## config.mk

```make
export PLATFORM = sky130hd
export DESIGN_NAME = ps2_mouse_packet_tracker_flat
export DESIGN_NICKNAME = d
export VERILOG_FILES = /design/src/hdl/ps2mt_pkg.sv /design/src/hdl/ps2mt_if.sv /design/src/hdl/ps2mt_cfg_regs.sv /design/src/hdl/ps2mt_decoder.sv /design/src/hdl/ps2_mouse_packet_tracker.sv /design/src/flat_wrapper.sv
export VERILOG_INCLUDE_DIRS = /design/src /design/src/hdl
export SDC_FILE = /design/constraint.sdc
export NUM_CORES = 1
export LEC_CHECK = 0
export BUFFER_PORTS_ARGS = -buffer_cell sky130_fd_sc_hd__buf_2
export CAP_MARGIN = 20
export CORE_MARGIN = 2
export CORE_UTILIZATION = 55
export DETAILED_ROUTE_END_ITERATION = 8
export PLACE_DENSITY = 0.8
export REMOVE_ABC_BUFFERS = 1
export SLEW_MARGIN = 20
export SYNTH_ARGS = -nofsm -noshare
export SYNTH_HDL_FRONTEND = slang
export SYNTH_HIERARCHICAL = 1
export SYNTH_SLANG_ARGS = --single-unit
```

## constraint.sdc

```tcl
create_clock -name clk -period 9.3 [get_ports clk]
set_input_delay 2.79 -clock clk [delete_from_list [all_inputs] [get_ports clk]]
set_output_delay 2.79 -clock clk [all_outputs]
set_load 0.005 [all_outputs]
```

## src/hdl/ps2_mouse_packet_tracker_assert.svh

```systemverilog
// assertion macros used by the tracker decoder
`ifndef PS2_MOUSE_PACKET_TRACKER_ASSERT_SVH
`define PS2_MOUSE_PACKET_TRACKER_ASSERT_SVH

// condition in the same cycle
`define PS2MT_ASSERT_SAME(label, clk, rst_n, cond, expr) \
    label: assert property (@(posedge clk) disable iff (!rst_n) (cond) |-> (expr)) \
        else $error("ps2mt assertion failed");

// expression checked in the cycle after the condition
`define PS2MT_ASSERT_NEXT(label, clk, rst_n, cond, expr) \
    label: assert property (@(posedge clk) disable iff (!rst_n) (cond) |=> (expr)) \
        else $error("ps2mt assertion failed");

`endif

```

## src/hdl/ps2mt_pkg.sv

```systemverilog
// types, constants and helper functions of the mouse packet tracker
package ps2mt_pkg;

    localparam logic       MODE_RX    = 1'b0;
    localparam logic       MODE_CMD   = 1'b1;

    localparam logic [1:0] CFG_X_GAIN    = 2'd0;
    localparam logic [1:0] CFG_Y_GAIN    = 2'd1;
    localparam logic [1:0] CFG_REPORT_EN = 2'd2;

    localparam logic [7:0]  ACK_BYTE     = 8'hFA;
    localparam logic [3:0]  PENDING_MAX  = 4'd15;
    localparam logic [1:0]  LAST_INDEX   = 2'd2;
    localparam logic [19:0] POS_MAX      = 20'd999999;
    localparam logic [15:0] GAIN_RESET   = 16'd400;

    typedef struct packed {
        logic [15:0] x_gain;
        logic [15:0] y_gain;
        logic        report_enable;
    } cfg_t;

    typedef struct packed {
        logic        emit;
        logic [19:0] x_position;
        logic [19:0] y_position;
        logic [2:0]  buttons;
    } dec_out_t;

    // zero byte is zero movement regardless of sign
    function automatic logic signed [8:0] delta_of(input logic [7:0] b, input logic sign);
        logic signed [8:0] d;
        begin
            if (b == 8'd0)
            begin
                d = 9'sd0;
            end
            else
            begin
                d = signed'({sign, b});
            end
            return d;
        end
    endfunction

    function automatic logic [19:0] clamp_pos(input logic signed [26:0] v);
        logic [19:0] r;
        begin
            if (v < 27'sd0)
            begin
                r = 20'd0;
            end
            else if (v > signed'({7'd0, POS_MAX}))
            begin
                r = POS_MAX;
            end
            else
            begin
                r = v[19:0];
            end
            return r;
        end
    endfunction

endpackage

```

## src/hdl/ps2mt_if.sv

```systemverilog
// handshake channels of the mouse packet tracker

interface ps2mt_item_if;
    logic       valid;
    logic       ready;
    logic       mode;
    logic [7:0] rx_byte;

    modport source (output valid, output mode, output rx_byte, input ready);
    modport sink   (input valid, input mode, input rx_byte, output ready);
endinterface

interface ps2mt_result_if;
    logic        valid;
    logic        ready;
    logic [19:0] x_position;
    logic [19:0] y_position;
    logic [2:0]  buttons;

    modport source (output valid, output x_position, output y_position, output buttons,
                    input ready);
    modport sink   (input valid, input x_position, input y_position, input buttons,
                    output ready);
endinterface

interface ps2mt_cfg_if;
    logic        valid;
    logic        ready;
    logic [1:0]  index;
    logic [15:0] data;

    modport source (output valid, output index, output data, input ready);
    modport sink   (input valid, input index, input data, output ready);
endinterface

```

## src/hdl/ps2mt_cfg_regs.sv

```systemverilog
// configuration registers: gains and report enable
module ps2mt_cfg_regs (
    input  logic            clk,
    input  logic            rst_n,
    ps2mt_cfg_if.sink       cfg,
    output ps2mt_pkg::cfg_t cfg_out
);
    import ps2mt_pkg::*;

    cfg_t cfg_reg;

    assign cfg.ready = 1'b1;
    assign cfg_out   = cfg_reg;

    always_ff @(posedge clk or negedge rst_n)
    begin
        if (!rst_n)
        begin
            cfg_reg.x_gain        <= GAIN_RESET;
            cfg_reg.y_gain        <= GAIN_RESET;
            cfg_reg.report_enable <= 1'b0;
        end
        else if (cfg.valid)
        begin
            unique case (cfg.index)
                CFG_X_GAIN:    cfg_reg.x_gain        <= cfg.data;
                CFG_Y_GAIN:    cfg_reg.y_gain        <= cfg.data;
                CFG_REPORT_EN: cfg_reg.report_enable <= cfg.data[0];
                default:       ;
            endcase
        end
    end

endmodule

```

## src/hdl/ps2mt_decoder.sv

```systemverilog
// ack filtering, packet assembly and position accumulation
module ps2mt_decoder (
    input  logic                clk,
    input  logic                rst_n,
    input  logic                step,
    input  logic                mode,
    input  logic [7:0]          rx_byte,
    input  ps2mt_pkg::cfg_t     cfg,
    output ps2mt_pkg::dec_out_t dec
);
    import ps2mt_pkg::*;

    `include "ps2_mouse_packet_tracker_assert.svh"

    logic [1:0]  byte_index_reg, byte_index_next;
    logic [3:0]  acks_reg, acks_next;
    logic [19:0] x_accum_reg, x_accum_next;
    logic [19:0] y_accum_reg, y_accum_next;
    logic [7:0]  head_reg;
    logic [7:0]  dx_byte_reg;

    logic               is_ack;
    logic               is_data;
    logic               complete;
    logic signed [8:0]  dx;
    logic signed [8:0]  dy;
    logic signed [25:0] prod_x;
    logic signed [25:0] prod_y;
    logic signed [26:0] sum_x;
    logic signed [26:0] sum_y;
    logic [19:0]        new_x;
    logic [19:0]        new_y;

    always_comb
    begin
        is_ack   = (mode == MODE_RX) && (acks_reg != 4'd0) && (rx_byte == ACK_BYTE);
        is_data  = (mode == MODE_RX) && !is_ack;
        complete = is_data && (byte_index_reg >= LAST_INDEX);

        dx     = delta_of(dx_byte_reg, head_reg[4]);
        dy     = delta_of(rx_byte, head_reg[5]);
        prod_x = 26'(signed'({1'b0, cfg.x_gain})) * 26'(dx);
        prod_y = 26'(signed'({1'b0, cfg.y_gain})) * 26'(dy);
        sum_x  = signed'({7'd0, x_accum_reg}) + 27'(prod_x);
        sum_y  = signed'({7'd0, y_accum_reg}) - 27'(prod_y);
        new_x  = clamp_pos(sum_x);
        new_y  = clamp_pos(sum_y);

        byte_index_next = byte_index_reg;
        acks_next       = acks_reg;
        x_accum_next    = x_accum_reg;
        y_accum_next    = y_accum_reg;

        if (mode == MODE_CMD)
        begin
            if (acks_reg != PENDING_MAX)
            begin
                acks_next = acks_reg + 4'd1;
            end
        end
        else if (is_ack)
        begin
            acks_next = acks_reg - 4'd1;
        end
        else
        begin
            acks_next = 4'd0;
            if (complete)
            begin
                byte_index_next = 2'd0;
                x_accum_next    = new_x;
                y_accum_next    = new_y;
            end
            else
            begin
                byte_index_next = byte_index_reg + 2'd1;
            end
        end

        dec.emit       = complete && cfg.report_enable;
        dec.x_position = new_x;
        dec.y_position = new_y;
        dec.buttons    = head_reg[2:0];
    end

    always_ff @(posedge clk or negedge rst_n)
    begin
        if (!rst_n)
        begin
            byte_index_reg <= 2'd0;
            acks_reg       <= 4'd0;
            x_accum_reg    <= 20'd0;
            y_accum_reg    <= 20'd0;
        end
        else if (step)
        begin
            byte_index_reg <= byte_index_next;
            acks_reg       <= acks_next;
            x_accum_reg    <= x_accum_next;
            y_accum_reg    <= y_accum_next;
        end
    end

    // packet bytes held until the third byte arrives
    always_ff @(posedge clk)
    begin
        if (step && is_data && !complete)
        begin
            if (byte_index_reg[0] == 1'b0)
            begin
                head_reg <= rx_byte;
            end
            else
            begin
                dx_byte_reg <= rx_byte;
            end
        end
    end

    `PS2MT_ASSERT_SAME(a_index_range, clk, rst_n, 1'b1, byte_index_reg != 2'd3)
    `PS2MT_ASSERT_SAME(a_emit_on_last, clk, rst_n, dec.emit,
        (mode == MODE_RX) && (byte_index_reg == LAST_INDEX) && cfg.report_enable)
    `PS2MT_ASSERT_NEXT(a_cmd_counts, clk, rst_n,
        step && (mode == MODE_CMD) && (acks_reg != PENDING_MAX),
        acks_reg == $past(acks_reg) + 4'd1)
    `PS2MT_ASSERT_NEXT(a_packet_wraps, clk, rst_n, step && complete,
        (byte_index_reg == 2'd0) && (acks_reg == 4'd0))

endmodule

```

## src/hdl/ps2_mouse_packet_tracker.sv

```systemverilog
// top level of the mouse packet tracker
// Takes one item per clock: a byte from the mouse or a command-sent notice.
// Each item passes an input register, then decode, ack filtering and a single
// gain multiply, add and clamp per axis that updates the position state; the
// result of a completed packet is then captured in the result register.
// Sustained rate is one item per cycle; the only stall is a reported
// packet-completing item meeting a result register whose item has not been taken.
module ps2_mouse_packet_tracker (
    input  logic            clk,
    input  logic            rst_n,
    ps2mt_item_if.sink      item,
    ps2mt_result_if.source  result,
    ps2mt_cfg_if.sink       cfg
);
    import ps2mt_pkg::*;

    cfg_t     cfg_val;
    dec_out_t dec;

    logic       in_valid_reg;
    logic       in_mode_reg;
    logic [7:0] in_byte_reg;

    logic        out_valid_reg;
    logic [19:0] out_x_reg;
    logic [19:0] out_y_reg;
    logic [2:0]  out_buttons_reg;

    logic out_free;
    logic advance;

    ps2mt_cfg_regs u_cfg (
        .clk     (clk),
        .rst_n   (rst_n),
        .cfg     (cfg),
        .cfg_out (cfg_val)
    );

    ps2mt_decoder u_dec (
        .clk     (clk),
        .rst_n   (rst_n),
        .step    (advance),
        .mode    (in_mode_reg),
        .rx_byte (in_byte_reg),
        .cfg     (cfg_val),
        .dec     (dec)
    );

    assign out_free   = !out_valid_reg || result.ready;
    assign advance    = in_valid_reg && (!dec.emit || out_free);
    assign item.ready = !in_valid_reg || advance;

    always_ff @(posedge clk or negedge rst_n)
    begin
        if (!rst_n)
        begin
            in_valid_reg <= 1'b0;
        end
        else if (item.ready)
        begin
            in_valid_reg <= item.valid;
        end
    end

    always_ff @(posedge clk)
    begin
        if (item.ready && item.valid)
        begin
            in_mode_reg <= item.mode;
            in_byte_reg <= item.rx_byte;
        end
    end

    always_ff @(posedge clk or negedge rst_n)
    begin
        if (!rst_n)
        begin
            out_valid_reg <= 1'b0;
        end
        else if (advance && dec.emit)
        begin
            out_valid_reg <= 1'b1;
        end
        else if (result.ready)
        begin
            out_valid_reg <= 1'b0;
        end
    end

    always_ff @(posedge clk)
    begin
        if (advance && dec.emit)
        begin
            out_x_reg       <= dec.x_position;
            out_y_reg       <= dec.y_position;
            out_buttons_reg <= dec.buttons;
        end
    end

    assign result.valid      = out_valid_reg;
    assign result.x_position = out_x_reg;
    assign result.y_position = out_y_reg;
    assign result.buttons    = out_buttons_reg;

endmodule

```

## src/flat_wrapper.sv

```systemverilog
// flat-port wrapper written by rule: the top's interface ports become plain ports
module ps2_mouse_packet_tracker_flat import ps2mt_pkg::*;
  (clk, rst_n, item_valid, item_mode, item_rx_byte, item_ready, result_valid, result_x_position, result_y_position, result_buttons, result_ready, cfg_valid, cfg_index, cfg_data, cfg_ready);
  ps2mt_item_if item_i ();
  ps2mt_result_if result_i ();
  ps2mt_cfg_if cfg_i ();
  input  logic clk;
  input  logic rst_n;
  input wire logic [$bits(item_i.valid)-1:0] item_valid;
  input wire logic [$bits(item_i.mode)-1:0] item_mode;
  input wire logic [$bits(item_i.rx_byte)-1:0] item_rx_byte;
  output wire logic [$bits(item_i.ready)-1:0] item_ready;
  output wire logic [$bits(result_i.valid)-1:0] result_valid;
  output wire logic [$bits(result_i.x_position)-1:0] result_x_position;
  output wire logic [$bits(result_i.y_position)-1:0] result_y_position;
  output wire logic [$bits(result_i.buttons)-1:0] result_buttons;
  input wire logic [$bits(result_i.ready)-1:0] result_ready;
  input wire logic [$bits(cfg_i.valid)-1:0] cfg_valid;
  input wire logic [$bits(cfg_i.index)-1:0] cfg_index;
  input wire logic [$bits(cfg_i.data)-1:0] cfg_data;
  output wire logic [$bits(cfg_i.ready)-1:0] cfg_ready;
  assign item_i.valid = item_valid;
  assign item_i.mode = item_mode;
  assign item_i.rx_byte = item_rx_byte;
  assign item_ready = item_i.ready;
  assign result_valid = result_i.valid;
  assign result_x_position = result_i.x_position;
  assign result_y_position = result_i.y_position;
  assign result_buttons = result_i.buttons;
  assign result_i.ready = result_ready;
  assign cfg_i.valid = cfg_valid;
  assign cfg_i.index = cfg_index;
  assign cfg_i.data = cfg_data;
  assign cfg_ready = cfg_i.ready;
  ps2_mouse_packet_tracker u_core (.clk(clk), .rst_n(rst_n), .item(item_i), .result(result_i), .cfg(cfg_i));
endmodule
```

=== After elaboration in Yosys (flattened, before gate mapping) ===
Cells that the tools add are included.

* Bits in registers: 147
* Output and inout bits: 46

* Multiplexer cells: 12
* Reductions and logical operators: 31
* Bitwise gates (word level): 3
* Equal/unequal tests: 5
* $add $sub $neg: 5
* Multipliers: 2
* $lt $le $gt $ge: 5

{| class="wikitable"
|+ Operators by type and width
! kind !! number
|-
| 2-to-1 mux 20 bit || 4
|-
| greater-than comparator 27 x 21 -> 1 bit, second input constant || 2
|-
| < comparator 27 x 1 -> 1 bit, second input constant || 2
|-
| multiplier 17 x 9 -> 26 bit || 2
|-
| adder 21 x 26 -> 27 bit || 1
|-
| subtractor 21 x 26 -> 27 bit || 1
|-
| 2-to-1 mux 9 bit || 2
|-
| zero test 8 bit || 2
|-
| 2-to-1 mux 4 bit || 3
|-
| AND reduction 2 bit || 6
|-
| logical AND 1 bit || 10
|-
| == test 8 bit, second input constant || 1
|-
| zero test 1 bit || 5
|-
| adder 4 x 1 -> 4 bit, second input constant || 1
|-
| != test 4 bit, second input constant || 1
|-
| AND reduction 4 bit || 1
|-
| nonzero test 4 bit || 1
|-
| subtractor 4 x 1 -> 4 bit, second input constant || 1
|-
| logical OR 1 bit || 3
|-
| inverter 1 bit || 3
|-
| AND reduction 3 bit || 1
|-
| adder 2 x 1 -> 2 bit, second input constant || 1
|-
| == test 2 x 1 -> 1 bit, second input constant || 1
|-
| == test 2 bit, second input constant || 1
|-
| other kinds (6) || 7
|}

=== Longest topological paths before layout ===
Gate-level depths: netlist of the first run.

* Depth after elaboration: 13
* Gate-level depth with buffers: 28
* Mapped depth without buffers: 24

=== Hierarchy ===
Netlist of the first run, hierarchy kept.

{| class="wikitable"
|+ Modules (own cells, without submodules)
! module !! times used !! cells each !! seq. area each (um^2) !! area each (um^2)
|-
| ps2mt_decoder || 1 || 1707 || 1541.5 || 14724.1
|-
| ps2_mouse_packet_tracker || 1 || 62 || 1611.5 || 1667.8
|-
| ps2mt_cfg_regs || 1 || 73 || 833.3 || 1272.5
|}

=== Worst setup path after synthesis of the first run ===
No wires, ideal clock.

* Path kind: flip-flop to flip-flop
* Start point: register u_core.u_dec.dx_byte_reg[0]
* End point: register u_core.out_x_reg[0], in the netlist u_core/result.x_position[0] (data pin)
* Buffers on the path: 4
* Library setup time: 270 ps
* Cell stages (with the launch flop): 25
* Required time: 9030 ps
* Setup slack: 2453 ps
* Data arrival time: 6577 ps
* Cells stage by stage: edfxtp_1 -> or4_1 -> o21ai_1 -> clkbuf_1 -> nor2_1 -> fa_1 -> fa_1 -> fa_1 -> fa_1 -> inv_1 -> fa_1 -> inv_1 -> ha_1 -> clkbuf_1 -> a211oi_1 -> o211ai_1 -> a41oi_1 -> nand2_1 -> a311oi_1 -> xnor2_1 -> nor4_1 -> buf_2 -> and3_1 -> buf_2 -> a21oi_1

{| class="wikitable"
|+ RTL lines
! item !! RTL line !! source
|-
| from (decl) || ps2mt_decoder.sv:20 || <nowiki>logic [7:0] dx_byte_reg;</nowiki>
|-
| from (signal assigned) || ps2mt_decoder.sv:115 || <nowiki>dx_byte_reg <= rx_byte;</nowiki>
|-
| to (signal assigned) || ps2_mouse_packet_tracker.sv:94 || <nowiki>out_x_reg <= dec.x_position;</nowiki>
|-
| to (decl) || ps2_mouse_packet_tracker.sv:25 || <nowiki>logic [19:0] out_x_reg;</nowiki>
|}

=== Worst setup path after layout of the first run ===
* Start point: register u_core.u_dec.dx_byte_reg[0]
* End point: register u_core.u_dec.x_accum_reg[6]

* Cells in the longest elaborated chain, start to end: 7
* Elaborated cells on any way between the ends: 8
* Classes of those cells: add/sub (1); mul (1); order compare (2); mux (3); reduce/logical (1)

{| class="wikitable"
|+ RTL lines
! item !! RTL line !! source
|-
| zero test 8 bit || ps2mt_pkg.sv:34 || <nowiki>if (b == 8'd0)</nowiki>
|-
| 2-to-1 mux 9 bit * || ps2mt_pkg.sv:34 ||
|-
| multiplier 17 x 9 -> 26 bit * || ps2mt_decoder.sv:42 || <nowiki>prod_x = 26'(signed'({1'b0, cfg.x_gain})) * 26'(dx);</nowiki>
|-
| adder 21 x 26 -> 27 bit * || ps2mt_decoder.sv:44 || <nowiki>sum_x = signed'({7'd0, x_accum_reg}) + 27'(prod_x);</nowiki>
|-
| greater-than comparator 27 x 21 -> 1 bit || ps2mt_pkg.sv:53 || <nowiki>else if (v > signed'({7'd0, POS_MAX}))</nowiki>
|-
| 2-to-1 mux 20 bit || ps2mt_pkg.sv:53 ||
|-
| 2-to-1 mux 20 bit * || ps2mt_pkg.sv:49 || <nowiki>if (v < 27'sd0)</nowiki>
|-
| to (signal assigned) || ps2mt_decoder.sv:99 || <nowiki>x_accum_reg <= x_accum_next;</nowiki>
|-
| to (decl) || ps2mt_decoder.sv:17 || <nowiki>logic [19:0] x_accum_reg, x_accum_next;</nowiki>
|}

Mark *: on every way between the ends. The rest lies on a longest branch, timed or not.
A chain may end at the register's enable or synchronous reset.

==> results by stage, run 1 <==
STA:
- The number of hold-slack violations in the final timing report is 0.
- At the pin with the least slew margin, the transition time is about 1100 ps.
- Setup violations remaining at the end of the flow were counted as 0.
- Across the routed clock network, the largest skew measured is approximately 15 ps.
- The worst path uses slightly below 90% of the clock period.
- The shortest period the worst path allows is a little over 8000 ps.
- Timing would allow up to 123.4 MHz.
- Setup repair after global routing left no endpoint under its margin.
- The final number of max-transition violations came to 0.
- In this run the tightest slew margin relative to its limit is 29.10%.
- The final total negative setup slack is 0 ps.

Synthesis:
- After technology mapping, the gate count stands at 1842.
- The synthesized netlist contains 80 unique library cells.
- The share of synthesized flip-flops with an asynchronous set or reset is 55.48%.
- The number of warnings printed during yosys synthesis is 6.
- Counting flops with a built-in enable in the synthesized netlist gives 65.
- The post-synthesis cell area is 17660 um^2.
- After synthesis the netlist holds a flip-flop and latch count of ~150.
- Summing the sequential cell areas from Yosys gives a little under a quarter of the chip area.
- The synthesized area per cell is 9.590 um^2.
- The predominant post-synthesis flop cell is sky130_fd_sc_hd__dfrtp_1.

Clocking:
- The count of clock tree sinks is 146.
- At the later pin of the worst-skew pair, clock insertion delay measures between 400 and 500 ps.
- The register clock-pin slew on the reported worst setup and hold paths is 70 ps.
- The clock root buffer is sky130_fd_sc_hd__clkbuf_16.
- The number of buffers between clock root and the deepest sink is 2.
- Counting the buffers created by CTS gives 17.
- The hold-fix buffer count after cts is 0.
- The number of resized instances in the post-cts repair step is 0.
- The number of buffers added for setup after CTS is 0.
- The level count of the clock H-tree is 4.
- The CTS tree is done.

Hold path:
- The endpoint of the worst hold path is u_core/result.buttons[0].
- The type of the worst min-delay path is reg2reg.
- Along the worst hold path, the cell count comes to 0.
- The startpoint identified for the worst hold timing path is u_core/u_dec/head_reg[0].

Floorplan:
- The total die area is 33570 um^2.
- For this design the top-level I/O count stands at 78.
- The horizontal die dimension is between 150 and 200 um.
- From bottom edge to top edge, the die measures around 180 um.
- The starting density of the core is approximately 56%.
- Row generation in the floorplan step produced 65 rows.
- The core region is 31560 um^2.

Worst setup path:
- The type of the worst setup path is reg2reg.
- At the worst endpoint, the required time is 9630 ps.
- For the worst setup path, the data arrival time is around 8400 ps.
- The critical path contains buffers and inverters numbering 3 combined.
- The slowest stage of the critical path belongs to the cell sky130_fd_sc_hd__nand4_1.
- In this design, the largest share of critical-path delay is due to adder cells.
- The register-to-register path setup slack is about 1200 ps.
- The longest individual stage delay on the worst path is about 730 ps.
- Of all nets on the critical path, the largest fanout is 17.
- The category of the worst setup path launch point is a flip-flop.
- The startpoint identified for the worst register-to-register timing path is u_core/u_dec/dx_byte_reg[0].
- The signal on the critical path passes through or4_1, o21ai_2, or2_2, fa_1, fa_1, fa_1, inv_1, fa_1, inv_1, fa_1, inv_1, ha_1, a21o_1, a21o_1, a221o_1, and3_1, a21oi_1, nand2_1, xnor2_1, nand4_1, o31ai_1.
- The depth of the worst register-to-register path is 21.
- The endpoint of the worst register-to-register path is u_core/u_dec/x_accum_reg[6].
- The worst setup path is captured at a flip-flop.
- In this design, the critical path's most frequently occurring cell is sky130_fd_sc_hd__fa_1.

Global route:
- The pin count of the biggest net entering global routing is 45.
- Global routing used between 20% and 30% of the available tracks across all layers.
- The number of global-route vias before repair is roughly 14000.
- The wire length of the first global-routing pass is a little over 70000 um.
- The number of antenna violations at the first check in global routing was 1.
- Global routing finished with a remaining overflow of 0.

Detailed routing:
- The number of vias in the routed layout is 13190.
- The first TritonRoute pass finished after 5 iterations.
- The total wirelength of the detailed-routed design is 43320 um.
- The post-detailed-route wirelength per cell is about 19 um.
- For this run, design rule violations remaining after detail routing come to 0.
- After the first detailed-routing iteration, the DRC count stood at 1091.
- The remaining antenna violation count after routing is 0.
- Dividing the detail-routed via count by the number of cells gives just under 6.

Layout:
- The finished cells cover 18870 um^2.
- Cells fill approximately 60% of the core in the end.
- The final-stage net count is approximately 2300.
- In the final layout, the share of cells above drive strength 1 is between 10% and 20%.
- The register with the most flip-flops in the layout has 33 of them.
- The library cells used most frequently in the layout, excluding fill and tap cells, are 340 x sky130_fd_sc_hd__inv_1, 234 x sky130_fd_sc_hd__fa_1, 202 x sky130_fd_sc_hd__nand2_1, 161 x sky130_fd_sc_hd__ha_1, 145 x sky130_fd_sc_hd__and2_1.
- The most common cell after layout, fill and taps aside is sky130_fd_sc_hd__inv_1.
- Relative to the synthesized area, the layout overhead comes to 6.835%.

Placed design:
- The instance area after placement is between 15000 and 20000 um^2.
- The wire-length estimate of the detail-placed layout is approximately 34000 um.
- In this run the tool buffered the top-level ports with 76 buffer cells.
- The congestion estimate from routability-driven global placement came to around 0.9.

Run status:
- The flow ran to the end, and the final reports show no timing, DRC or antenna violations.

Run:
- The tool flagged a number of max-cap violations equal to 0.
cells by family after synthesis:
group                      share of synthesized area (%)
adders and majority gates                          37.92
other                                            0.02123
and+or+nand+nor                                    15.92
xor gates and xnor gates                           1.934
AOI/OAI and AO/OA                                  9.151
muxes                                              3.287
DFF                                                22.57
buffers and inverters                              9.194
final cells by class:
cell class                      instances  area [um^2]
Timing Repair Buffer                   82        427.9
Antenna cell                            2        5.005
Multi-Input combinational cell       1278        12080
Sequential cell                       146         3986
Tap cell                              402        503.0
Clock inverter                         13        116.4
Clock buffer                           19        475.5
Fill cell                            2618        12680
Inverter                              341         1280
routing by layer:
metal,vias to the layer above,GRT usage (%),wire (um)
li1,5992,-,-
met1,6652,36.57,18660
met2,490,45.27,20900
met3,55,4.408,2861
met4,0,8.416,900
met5,-,0,0
cell usage after synthesis (all sizes together), types with 3 or more instances:
library cell | count | share of area [%]
and2 | 145 | 5.1
o21a | 9 | 0.38
or3 | 4 | 0.14
a21o | 18 | 0.76
xnor2 | 20 | 0.99
fa | 234 | 27
mux2i | 4 | 0.23
a211o | 4 | 0.20
a211oi | 9 | 0.38
nand4 | 12 | 0.42
ha | 161 | 11
nor4 | 7 | 0.33
o21ai | 37 | 1.1
and4 | 6 | 0.30
o211ai | 10 | 0.50
o21bai | 5 | 0.21
dfrtp | 75 | 11
a21oi | 60 | 1.7
nand3 | 15 | 0.42
nand3b | 5 | 0.23
a31oi | 17 | 0.60
nor3 | 18 | 0.51
mux2 | 48 | 3.1
xor2 | 19 | 0.94
buf | 20 | 0.74
and3 | 11 | 0.42
a41oi | 11 | 0.55
clkbuf | 57 | 1.2
inv | 340 | 7.2
nand2b | 12 | 0.42
edfxtp | 65 | 11
or2 | 10 | 0.35
nand2 | 202 | 4.3
a22o | 4 | 0.20
a221oi | 4 | 0.20
or4 | 6 | 0.25
nand4b | 3 | 0.27
o31ai | 20 | 0.91
dfstp | 6 | 0.89
nor2 | 93 | 2.0
worst reg2reg max path, stage by stage, from the launching register on:
cell                       delay (ps)
sky130_fd_sc_hd__edfxtp_1         650
sky130_fd_sc_hd__or4_1            620
sky130_fd_sc_hd__o21ai_2          550
sky130_fd_sc_hd__or2_2            240
sky130_fd_sc_hd__fa_1             420
sky130_fd_sc_hd__fa_1             400
sky130_fd_sc_hd__fa_1             510
sky130_fd_sc_hd__inv_1             60
sky130_fd_sc_hd__fa_1             490
sky130_fd_sc_hd__inv_1             60
sky130_fd_sc_hd__fa_1             480
sky130_fd_sc_hd__inv_1             40
sky130_fd_sc_hd__ha_1             390
sky130_fd_sc_hd__a21o_1           220
sky130_fd_sc_hd__a21o_1           170
sky130_fd_sc_hd__a221o_1          350
sky130_fd_sc_hd__and3_1           180
sky130_fd_sc_hd__a21oi_1          160
sky130_fd_sc_hd__nand2_1          110
sky130_fd_sc_hd__xnor2_1          670
sky130_fd_sc_hd__nand4_1          730
sky130_fd_sc_hd__o31ai_1          470
through the flow:
step                hold slack (ps)  worst slack [ps]  std cells
global placement              402.7              1287       2249
floorplan                     400.3              1502       1765
finish                        425.1              1199       2283
detailed placement            414.9              1031       2249
CTS                           425.0             994.8       2281
global route                  439.2             860.7       2281
how the worst max path moves through the flow:
stage	end	from	slack (ps)	depth (start not counted)
after floorplan	u_core/u_dec/x_accum_reg[10]	u_core/u_dec/dx_byte_reg[0]	1500	21
after global placement	u_core/u_dec/x_accum_reg[12]	u_core/u_dec/dx_byte_reg[0]	1290	21
after detailed placement	u_core/u_dec/x_accum_reg[6]	u_core/u_dec/dx_byte_reg[0]	1030	21
after CTS	u_core/u_dec/x_accum_reg[6]	u_core/u_dec/dx_byte_reg[0]	990	21
after global routing	u_core/u_dec/x_accum_reg[10]	u_core/u_dec/dx_byte_reg[0]	860	21
final	u_core/u_dec/x_accum_reg[6]	u_core/u_dec/dx_byte_reg[0]	1200	21
Power of run 1 is not shown: default switching activity piles up to over one toggle a cycle in this logic, so the estimate is an artifact.
==> inputs of run 2 (changes only) <==
==> constraint.sdc (replaced) <==
create_clock -name clk -period 8.5 [get_ports clk]
set_input_delay 2.55 -clock clk [delete_from_list [all_inputs] [get_ports clk]]
set_output_delay 2.55 -clock clk [all_outputs]
set_load 0.005 [all_outputs]
==> run 2 against run 1 <==
Effect of this change: via count fell by 0.32%; count of clock-buffer cells in the layout fell by 2; sequential share of layout area barely moved; critical path depth did not move; setup slack got worse by 890 ps; flip-flop and latch count did not move; hold slack got worse by 5.3 ps.
==> results by stage, run 2 (synthesis results as in run 1) <==
Global route:
- The wire length of the first global-routing pass is 70430 um (-1.2%).
- The number of global-route vias before repair came to 13610 (-0.99%).
- The sum of overflow across all layers after global routing is 0 (unchanged).
- The number of antenna violations at the first check in global routing came to 0 (-1).
- The overall routing resource usage came to 26.80% (-0.34 points).
- The pin count of the biggest net entering global routing is 49 (+8.9%).

Floorplan:
- The I/O pin count came to 78 (unchanged).
- The die height is 183.2 um (unchanged).
- The number of placement rows is 65 (unchanged).
- The total die area came to 33570 um^2 (unchanged).
- The horizontal die dimension is 183.2 um (unchanged).
- The placeable core region was 31560 um^2 (unchanged).
- The starting density of the core is 55.98% (unchanged).

STA:
- The final number of setup-violating endpoints is 0 (unchanged).
- The final total negative setup slack is 0 ps (unchanged).
- The highest attainable clock frequency is 122.1 MHz (-1.1%).
- The number of hold-slack violations in the final timing report is 0 (unchanged).
- The final setup skew was 11.93 ps (-3.225 ps).
- The shortest period the worst path allows is 8193 ps (+91.20 ps).
- The share of the cycle needed by the critical path after routing is 96.38% (+9.3 points).
- The final number of max-transition violations came to 0 (unchanged).
- Setup repair after global routing left no endpoint under its margin.
- The worst slew margin relative to its limit is 29.70% (+0.60 points).
- The worst-margin pin slew came to 1053 ps (-6.540 ps).

Detailed routing:
- The total wirelength of the detailed-routed design is 42990 um (-0.76%).
- The amount of wire on met2 after detailed routing was 21270 um (+1.8%).
- The length of routed wiring on met1 is 18240 um (-2.2%).
- The remaining antenna violation count after routing is 0 (unchanged).
- The total DRC errors in the routed layout is 0 (unchanged).
- The highest metal layer with signal wires is met4.
- The DRC violation total after the first TritonRoute iteration is 1172 (+7.4%).
- The sum of met3 wire segment lengths after detailed routing is 2425 um (-15%).
- The number of vias in the routed layout was 13150 (-0.32%).
- The number of vias per cell after detailed routing came to 5.739 (-0.67%).
- The count of TritonRoute iterations in the first routing pass came to 6 (+1).
- The post-detailed-route wirelength per cell is 18.76 um (-1.1%).

Layout:
- The layout overhead on the synthesized area is 6.984%.
- The flip-flop count of the largest register, all copies and words added came to 33 (unchanged).
- The number of diodes added for antenna fixing was 0 (-2).
- The area occupied by multi-input gates came to 12070 um^2 (about the same).
- The filler cell count was 2616 (-0.076%).
- The register cell area after layout is 3986 um^2 (unchanged).
- The final-stage net count is 2303 (+0.44%).
- The share of layout cells above drive strength 1 is 10.91% (+0.42 points).
- In the layout the commonest cells are 340 x sky130_fd_sc_hd__inv_1, 234 x sky130_fd_sc_hd__fa_1, 202 x sky130_fd_sc_hd__nand2_1, 161 x sky130_fd_sc_hd__ha_1, 145 x sky130_fd_sc_hd__and2_1.
- The most common cell after layout, fill and taps aside is sky130_fd_sc_hd__inv_1.

Clocking:
- The clock insertion delay at the later pin of the skew report is 450 ps (about the same).
- The register clock-pin slew on the reported worst setup and hold paths is 70 ps (about the same).
- The count of clock tree sinks came to 146 (unchanged).
- The number of buffers between clock root and the deepest sink is 2 (unchanged).
- The number of resized instances in the post-cts repair step is 0 (unchanged).
- The level count of the clock H-tree is 4 (unchanged).
- TritonCTS built the clock tree.
- The number of buffers created by CTS came to 17 (unchanged).
- The hold-fix buffer count after cts is 0 (unchanged).
- The number of buffers added for setup after CTS was 0 (unchanged).
- The clock root buffer is sky130_fd_sc_hd__clkbuf_16.

Placed design:
- The total of buffers placed on input and output ports is 76 (unchanged).
- The global placement routability congestion is 0.9197 (+1.7%).
- The placed wire-length estimate after detailed placement was 34170 um (-0.21%).

Worst setup path:
- The data arrival time of the critical path is 8530 ps (+100 ps).
- The critical path required time is 8830 ps (-800 ps).
- The category of the worst setup path launch point is a flip-flop.
- The type of the worst setup path is reg2reg.
- The largest driver fanout on the critical path was 20 (+3).
- The critical path endpoint category is a flip-flop.

Run status:
- The flow ran to the end, and the final reports show no timing, DRC or antenna violations.

Hold path:
- The type of the worst min-delay path is reg2reg.

Run:
- The total of max-cap violations was 0 (unchanged).
==> run 2: final timing paths <==
path | startpoint | endpoint | slack [ps] | depth (start not counted)
worst max-delay path | u_core/in_byte_reg[1] | u_core/u_dec/y_accum_reg[12] | 310 | 21
worst min-delay path | u_core/u_dec/head_reg[1] | u_core/result.buttons[1] | 420 | 0
min in group asynchronous | rst_n | u_core/u_dec/y_accum_reg[18] | 2050 | 1
max in group asynchronous | rst_n | u_core/u_dec/x_accum_reg[11] | 5370 | 2
worst min register to register | u_core/u_dec/head_reg[1] | u_core/result.buttons[1] | 420 | 0
worst max register to register | u_core/in_byte_reg[1] | u_core/u_dec/y_accum_reg[12] | 310 | 21
==> run 2: per-layer routing <==
layer	track usage, %	up-vias
met1	35.66	6573
li1	-	6011
met3	3.713	75
met2	45.38	488
met4	9.024	0
met5	0	-
==> run 2: metrics by stage <==
stage | util (%) | hold slack, ps | worst slack, ps | std cells | area, um^2
floorplan | - | 400.3 | 701.6 | 1765 | 17320
detailed placement | 58.10 | 412.4 | 553.3 | 2259 | 18340
global placement | 58.10 | 407.5 | 880.7 | 2259 | 18340
global route | 59.89 | 428.1 | 30.53 | 2291 | 18900
finish | 59.89 | 419.8 | 307.4 | 2291 | 18900
CTS | 59.87 | 423.1 | 516.3 | 2291 | 18890
==> run 2: cell type report <==
class                      count  share of cell area (%)
sequential                   146                   21.09
timing repair buffer          92                   2.662
inverter                     341                   6.773
tap                          402                   2.662
multi-input combinational   1278                   63.86
clock inverter                15                  0.7018
clock buffer                  17                   2.251
==> run 2: critical path, stage by stage, from the launching register on <==
cell and delay [ps]:
sky130_fd_sc_hd__edfxtp_1 730, sky130_fd_sc_hd__nor4_1 440, sky130_fd_sc_hd__nand2_1 170, sky130_fd_sc_hd__nand2_1 550, sky130_fd_sc_hd__nor2_1 90, sky130_fd_sc_hd__ha_1 300, sky130_fd_sc_hd__inv_1 50, sky130_fd_sc_hd__fa_1 500
sky130_fd_sc_hd__fa_1 430, sky130_fd_sc_hd__fa_1 490, sky130_fd_sc_hd__inv_1 50, sky130_fd_sc_hd__fa_1 490, sky130_fd_sc_hd__inv_1 50, sky130_fd_sc_hd__ha_1 390, sky130_fd_sc_hd__a21oi_1 270, sky130_fd_sc_hd__o21ai_0 300
sky130_fd_sc_hd__a221oi_1 540, sky130_fd_sc_hd__nand2_1 200, sky130_fd_sc_hd__o311a_1 380, sky130_fd_sc_hd__nor4_4 840, sky130_fd_sc_hd__nand4b_4 420, sky130_fd_sc_hd__o31ai_1 380
Power of run 2 is left out for the same reason.
==> inputs of run 3 (changes only) <==
--- a/config.mk
+++ b/config.mk
@@ -16,5 +16,4 @@
 export SLEW_MARGIN = 20
 export SYNTH_ARGS = -nofsm -noshare
 export SYNTH_HDL_FRONTEND = slang
-export SYNTH_HIERARCHICAL = 1
 export SYNTH_SLANG_ARGS = --single-unit
==> run 3 against run 2 <==
Effect of this change: fmax up 6.7%; non-clock buffer count decreased by 5; cell area is 0.50% lower; critical endpoint is now u_core.result.y_position[11]; highest routed layer unchanged.
==> results by stage, run 3 <==
Global route:
- The sum of overflow across all layers after global routing is 0 (unchanged).
- After global routing, the most crowded layer is met2.
- The met1 usage is 34.69% (-0.97 points).
- The overall routing resource usage is 25.35% (-1.5 points).
- The met2 capacity usage during global routing is 41.90% (-3.5 points).
- The global routing usage on met3 was 3.892% (+0.18 points).
- The pin count of the biggest net entering global routing came to 60 (+22%).
- The wire length of the first global-routing pass came to 67610 um (-4.0%).
- The number of antenna violations at the first check in global routing came to 0 (unchanged).
- The number of global-route vias before repair is 13550 (-0.48%).

Synthesis:
- The fraction of post-synthesis cell area in the top cell type by area is 26.65% (+0.13 points).
- The post-synthesis cell area came to 17580 um^2 (-0.50%).
- The sequential element share of the synthesized area is 22.68% (+0.11 points).
- In the synthesized netlist the dominant register cell turns out to be sky130_fd_sc_hd__dfrtp_1.
- The synthesized area per cell is 9.568 um^2 (-0.23%).
- The register bit count reported by yosys is 146 (unchanged).
- The number of warnings printed during yosys synthesis is 0 (-6).
- The cell count after synthesis is 1837 (-0.27%).
- The share of synthesized flip-flops with an asynchronous set or reset is 55.48% (unchanged).
- By area the synthesized netlist is led by sky130_fd_sc_hd__fa_1 27%, sky130_fd_sc_hd__ha_1 11%, sky130_fd_sc_hd__edfxtp_1 11%.
- Summed over all instances, the cell type with the most area after synthesis is sky130_fd_sc_hd__fa_1.
- The most numerous cell in the Yosys netlist is sky130_fd_sc_hd__inv_1.
- By count the netlist is led by 347 x sky130_fd_sc_hd__inv_1, 234 x sky130_fd_sc_hd__fa_1, 161 x sky130_fd_sc_hd__ha_1.
- The count of different cell masters after synthesis is 77 (-3.8%).
- The number of enable flip-flop cells after synthesis is 65 (unchanged).

STA:
- The shortest period the worst path allows is 7679 ps (-513.5 ps).
- The worst slew margin relative to its limit is 23.75% (-5.9 points).
- The share of the cycle needed by the critical path after routing is 90.34% (-6.0 points).
- The highest attainable clock frequency is 130.2 MHz (+6.7%).
- The final number of max-transition violations was 0 (unchanged).
- The final setup skew is 14.22 ps (+2.295 ps).
- The final number of setup-violating endpoints is 0 (unchanged).
- The final total negative setup slack is 0 ps (unchanged).
- The worst-margin pin slew came to 1135 ps (+81.64 ps).
- Setup repair after global routing left no endpoint under its margin.
- The number of hold-slack violations in the final timing report is 0 (unchanged).

Layout:
- The share of layout cells above drive strength 1 is 10.34% (-0.56 points).
- The filler cell count is 2609 (-0.27%).
- The most common cell after layout, fill and taps aside is sky130_fd_sc_hd__inv_1.
- The layout overhead on the synthesized area is 6.984% (about the same).
- Leaving out fill and tap cells, the most frequent cells in the layout are 347 x sky130_fd_sc_hd__inv_1, 234 x sky130_fd_sc_hd__fa_1, 161 x sky130_fd_sc_hd__ha_1, 157 x sky130_fd_sc_hd__nand2_1, 143 x sky130_fd_sc_hd__and2_1.
- The flip-flop count of the largest register, all copies and words added came to 33 (unchanged).
- The number of diodes added for antenna fixing is 0 (unchanged).
- The final-stage net count is 2280 (-1.0%).
- The register cell area after layout was 3986 um^2 (unchanged).
- The area occupied by multi-input gates is 11940 um^2 (-1.1%).

Worst setup path:
- By instance count, the cell type seen most on the critical path is sky130_fd_sc_hd__fa_1.
- The reg-to-reg critical path startpoint is u_core.in_byte_reg[5].
- The most critical setup path has its startpoint at u_core.in_byte_reg[5].
- The data arrival time of the critical path is 7960 ps (-570 ps).
- The critical path required time is 8780 ps (-50 ps).
- The depth of the worst register-to-register path is 24 (+14%).
- The longest individual stage delay on the worst path is 700 ps (-140 ps).
- The worst setup path is launched from a flip-flop.
- The critical path endpoint category is a flip-flop.
- Walking the worst path, the cells encountered are or4_1, o41ai_2, buf_4, nor2_1, ha_1, inv_1, fa_1, fa_1, fa_1, inv_1, fa_1, inv_1, ha_1, nand3_1, or3_1, a211oi_2, o21bai_1, o221ai_1, xor2_1, nor4_1, buf_4, a21boi_2, buf_4, nor3b_1.
- The largest driver fanout on the critical path is 29 (+45%).
- The critical-path cell with the highest stage delay is sky130_fd_sc_hd__edfxtp_1.
- The critical path is of the reg2reg type.

Clocking:
- The level count of the clock H-tree is 4 (unchanged).
- The number of buffers created by CTS was 17 (unchanged).
- The number of buffers added for setup after CTS was 0 (unchanged).
- The hold-fix buffer count after cts was 0 (unchanged).
- The register clock-pin slew on the reported worst setup and hold paths was 70 ps (about the same).
- TritonCTS built the clock tree.
- The count of clock tree sinks is 146 (unchanged).
- The clock insertion delay at the later pin of the skew report is 440 ps (about the same).
- The tree is rooted in a sky130_fd_sc_hd__clkbuf_16.
- The number of buffers between clock root and the deepest sink is 2 (unchanged).
- The number of resized instances in the post-cts repair step came to 0 (unchanged).

Hold path:
- The hold path startpoint is u_core.u_dec.head_reg[1].
- The number of cells traversed by the worst hold path came to 0 (unchanged).
- The type of the worst min-delay path is reg2reg.

Floorplan:
- The starting density of the core is 55.84% (-0.14 points).
- The number of placement rows was 65 (unchanged).
- The total die area was 33400 um^2 (-0.49%).
- The die height is 182.8 um (-0.25%).
- The placeable core region came to 31470 um^2 (-0.26%).
- The horizontal die dimension is 182.8 um (-0.25%).
- The I/O pin count is 78 (unchanged).

Detailed routing:
- The remaining antenna violation count after routing is 0 (unchanged).
- The count of TritonRoute iterations in the first routing pass is 7 (+1).
- The total DRC errors in the routed layout was 0 (unchanged).
- The number of vias in the routed layout was 13030 (-0.86%).
- The number of vias per cell after detailed routing is 5.747 (+0.15%).
- The total wirelength of the detailed-routed design was 40120 um (-6.7%).
- The DRC violation total after the first TritonRoute iteration is 1170 (-0.17%).
- The post-detailed-route wirelength per cell is 17.69 um (-5.7%).

Placed design:
- The global placement routability congestion is 0.9671 (+5.2%).
- The total of buffers placed on input and output ports is 76 (unchanged).
- The placed wire-length estimate after detailed placement is 31270 um (-8.5%).

Run status:
- The flow ran to the end, and the final reports show no timing, DRC or antenna violations.

Run:
- The total of max-cap violations is 0 (unchanged).
[run 3: changes by cell type after synthesis, sizes merged, moves of 8 or more]
cell and change:
nand2 -44, a41oi -10, mux2 -13, buf -8, nor3b +9, clkbuf +21
a21oi +25, nor2 -26, nand3 +10, o31ai -8
[run 3: area by class of cell]
class	instances	area share, %
Multi-Input combinational cell	1254	63.50
Tap cell	402	2.675
Clock buffer	18	2.282
Clock inverter	14	0.9449
Timing Repair Buffer	87	2.475
Sequential cell	146	21.20
Inverter	347	6.927
[run 3: stage by stage]
step	util, %	setup WS [ps]	hold slack, ps	std cells	instance area [um^2]
after floorplan	-	-811.6	400.3	1747	17200
after global placement	57.81	1123	406.7	2236	18200
after detailed placement	57.81	933.2	410.0	2236	18200
after CTS	59.74	907.7	425.3	2268	18800
after global routing	59.74	416.0	433.2	2268	18800
final	59.74	820.9	426.4	2268	18800
[run 3: cell families (layout without fill, tap and decap cells)]
group,Yosys count,after routing,share of synthesized area (%)
and+or+nand+nor,516,516,15.21
adders and majority gates,395,395,38.11
AOI/OAI and AO/OA,265,265,10.10
other,1,1,0.02134
buffers and inverters,437,466,9.525
xor gates and xnor gates,41,41,2.043
DFF,146,146,22.68
muxes,36,36,2.299
[run 3: worst paths after layout]
kind                                           endpoint  slack (ps)
max                        u_core.result.y_position[11]         820
min                            u_core.result.buttons[1]         430
max reg2reg                u_core.result.y_position[11]         820
min reg2reg                    u_core.result.buttons[1]         430
max in group asynchronous      u_core.u_cfg.cfg_out[13]        5410
min in group asynchronous   u_core.u_dec.y_accum_reg[9]        2000
[run 3: layer usage]
layer  up-vias  share of wire [%]
met1      6522                 44
met5         -                  0
met2       464                 48
met3        85                6.0
li1       5963                  -
met4         0                2.6
[run 3: worst max-delay path: cells and delay by family (launching register included)]
family / cells / cell delay, ps
compound gates: 5 / 1240
xor+xnor: 1 / 90
fa+ha+maj: 6 / 2680
buf+inv: 6 / 980
flops: 1 / 700
simple gates: 6 / 1790
Power of run 3 is left out for the same reason.
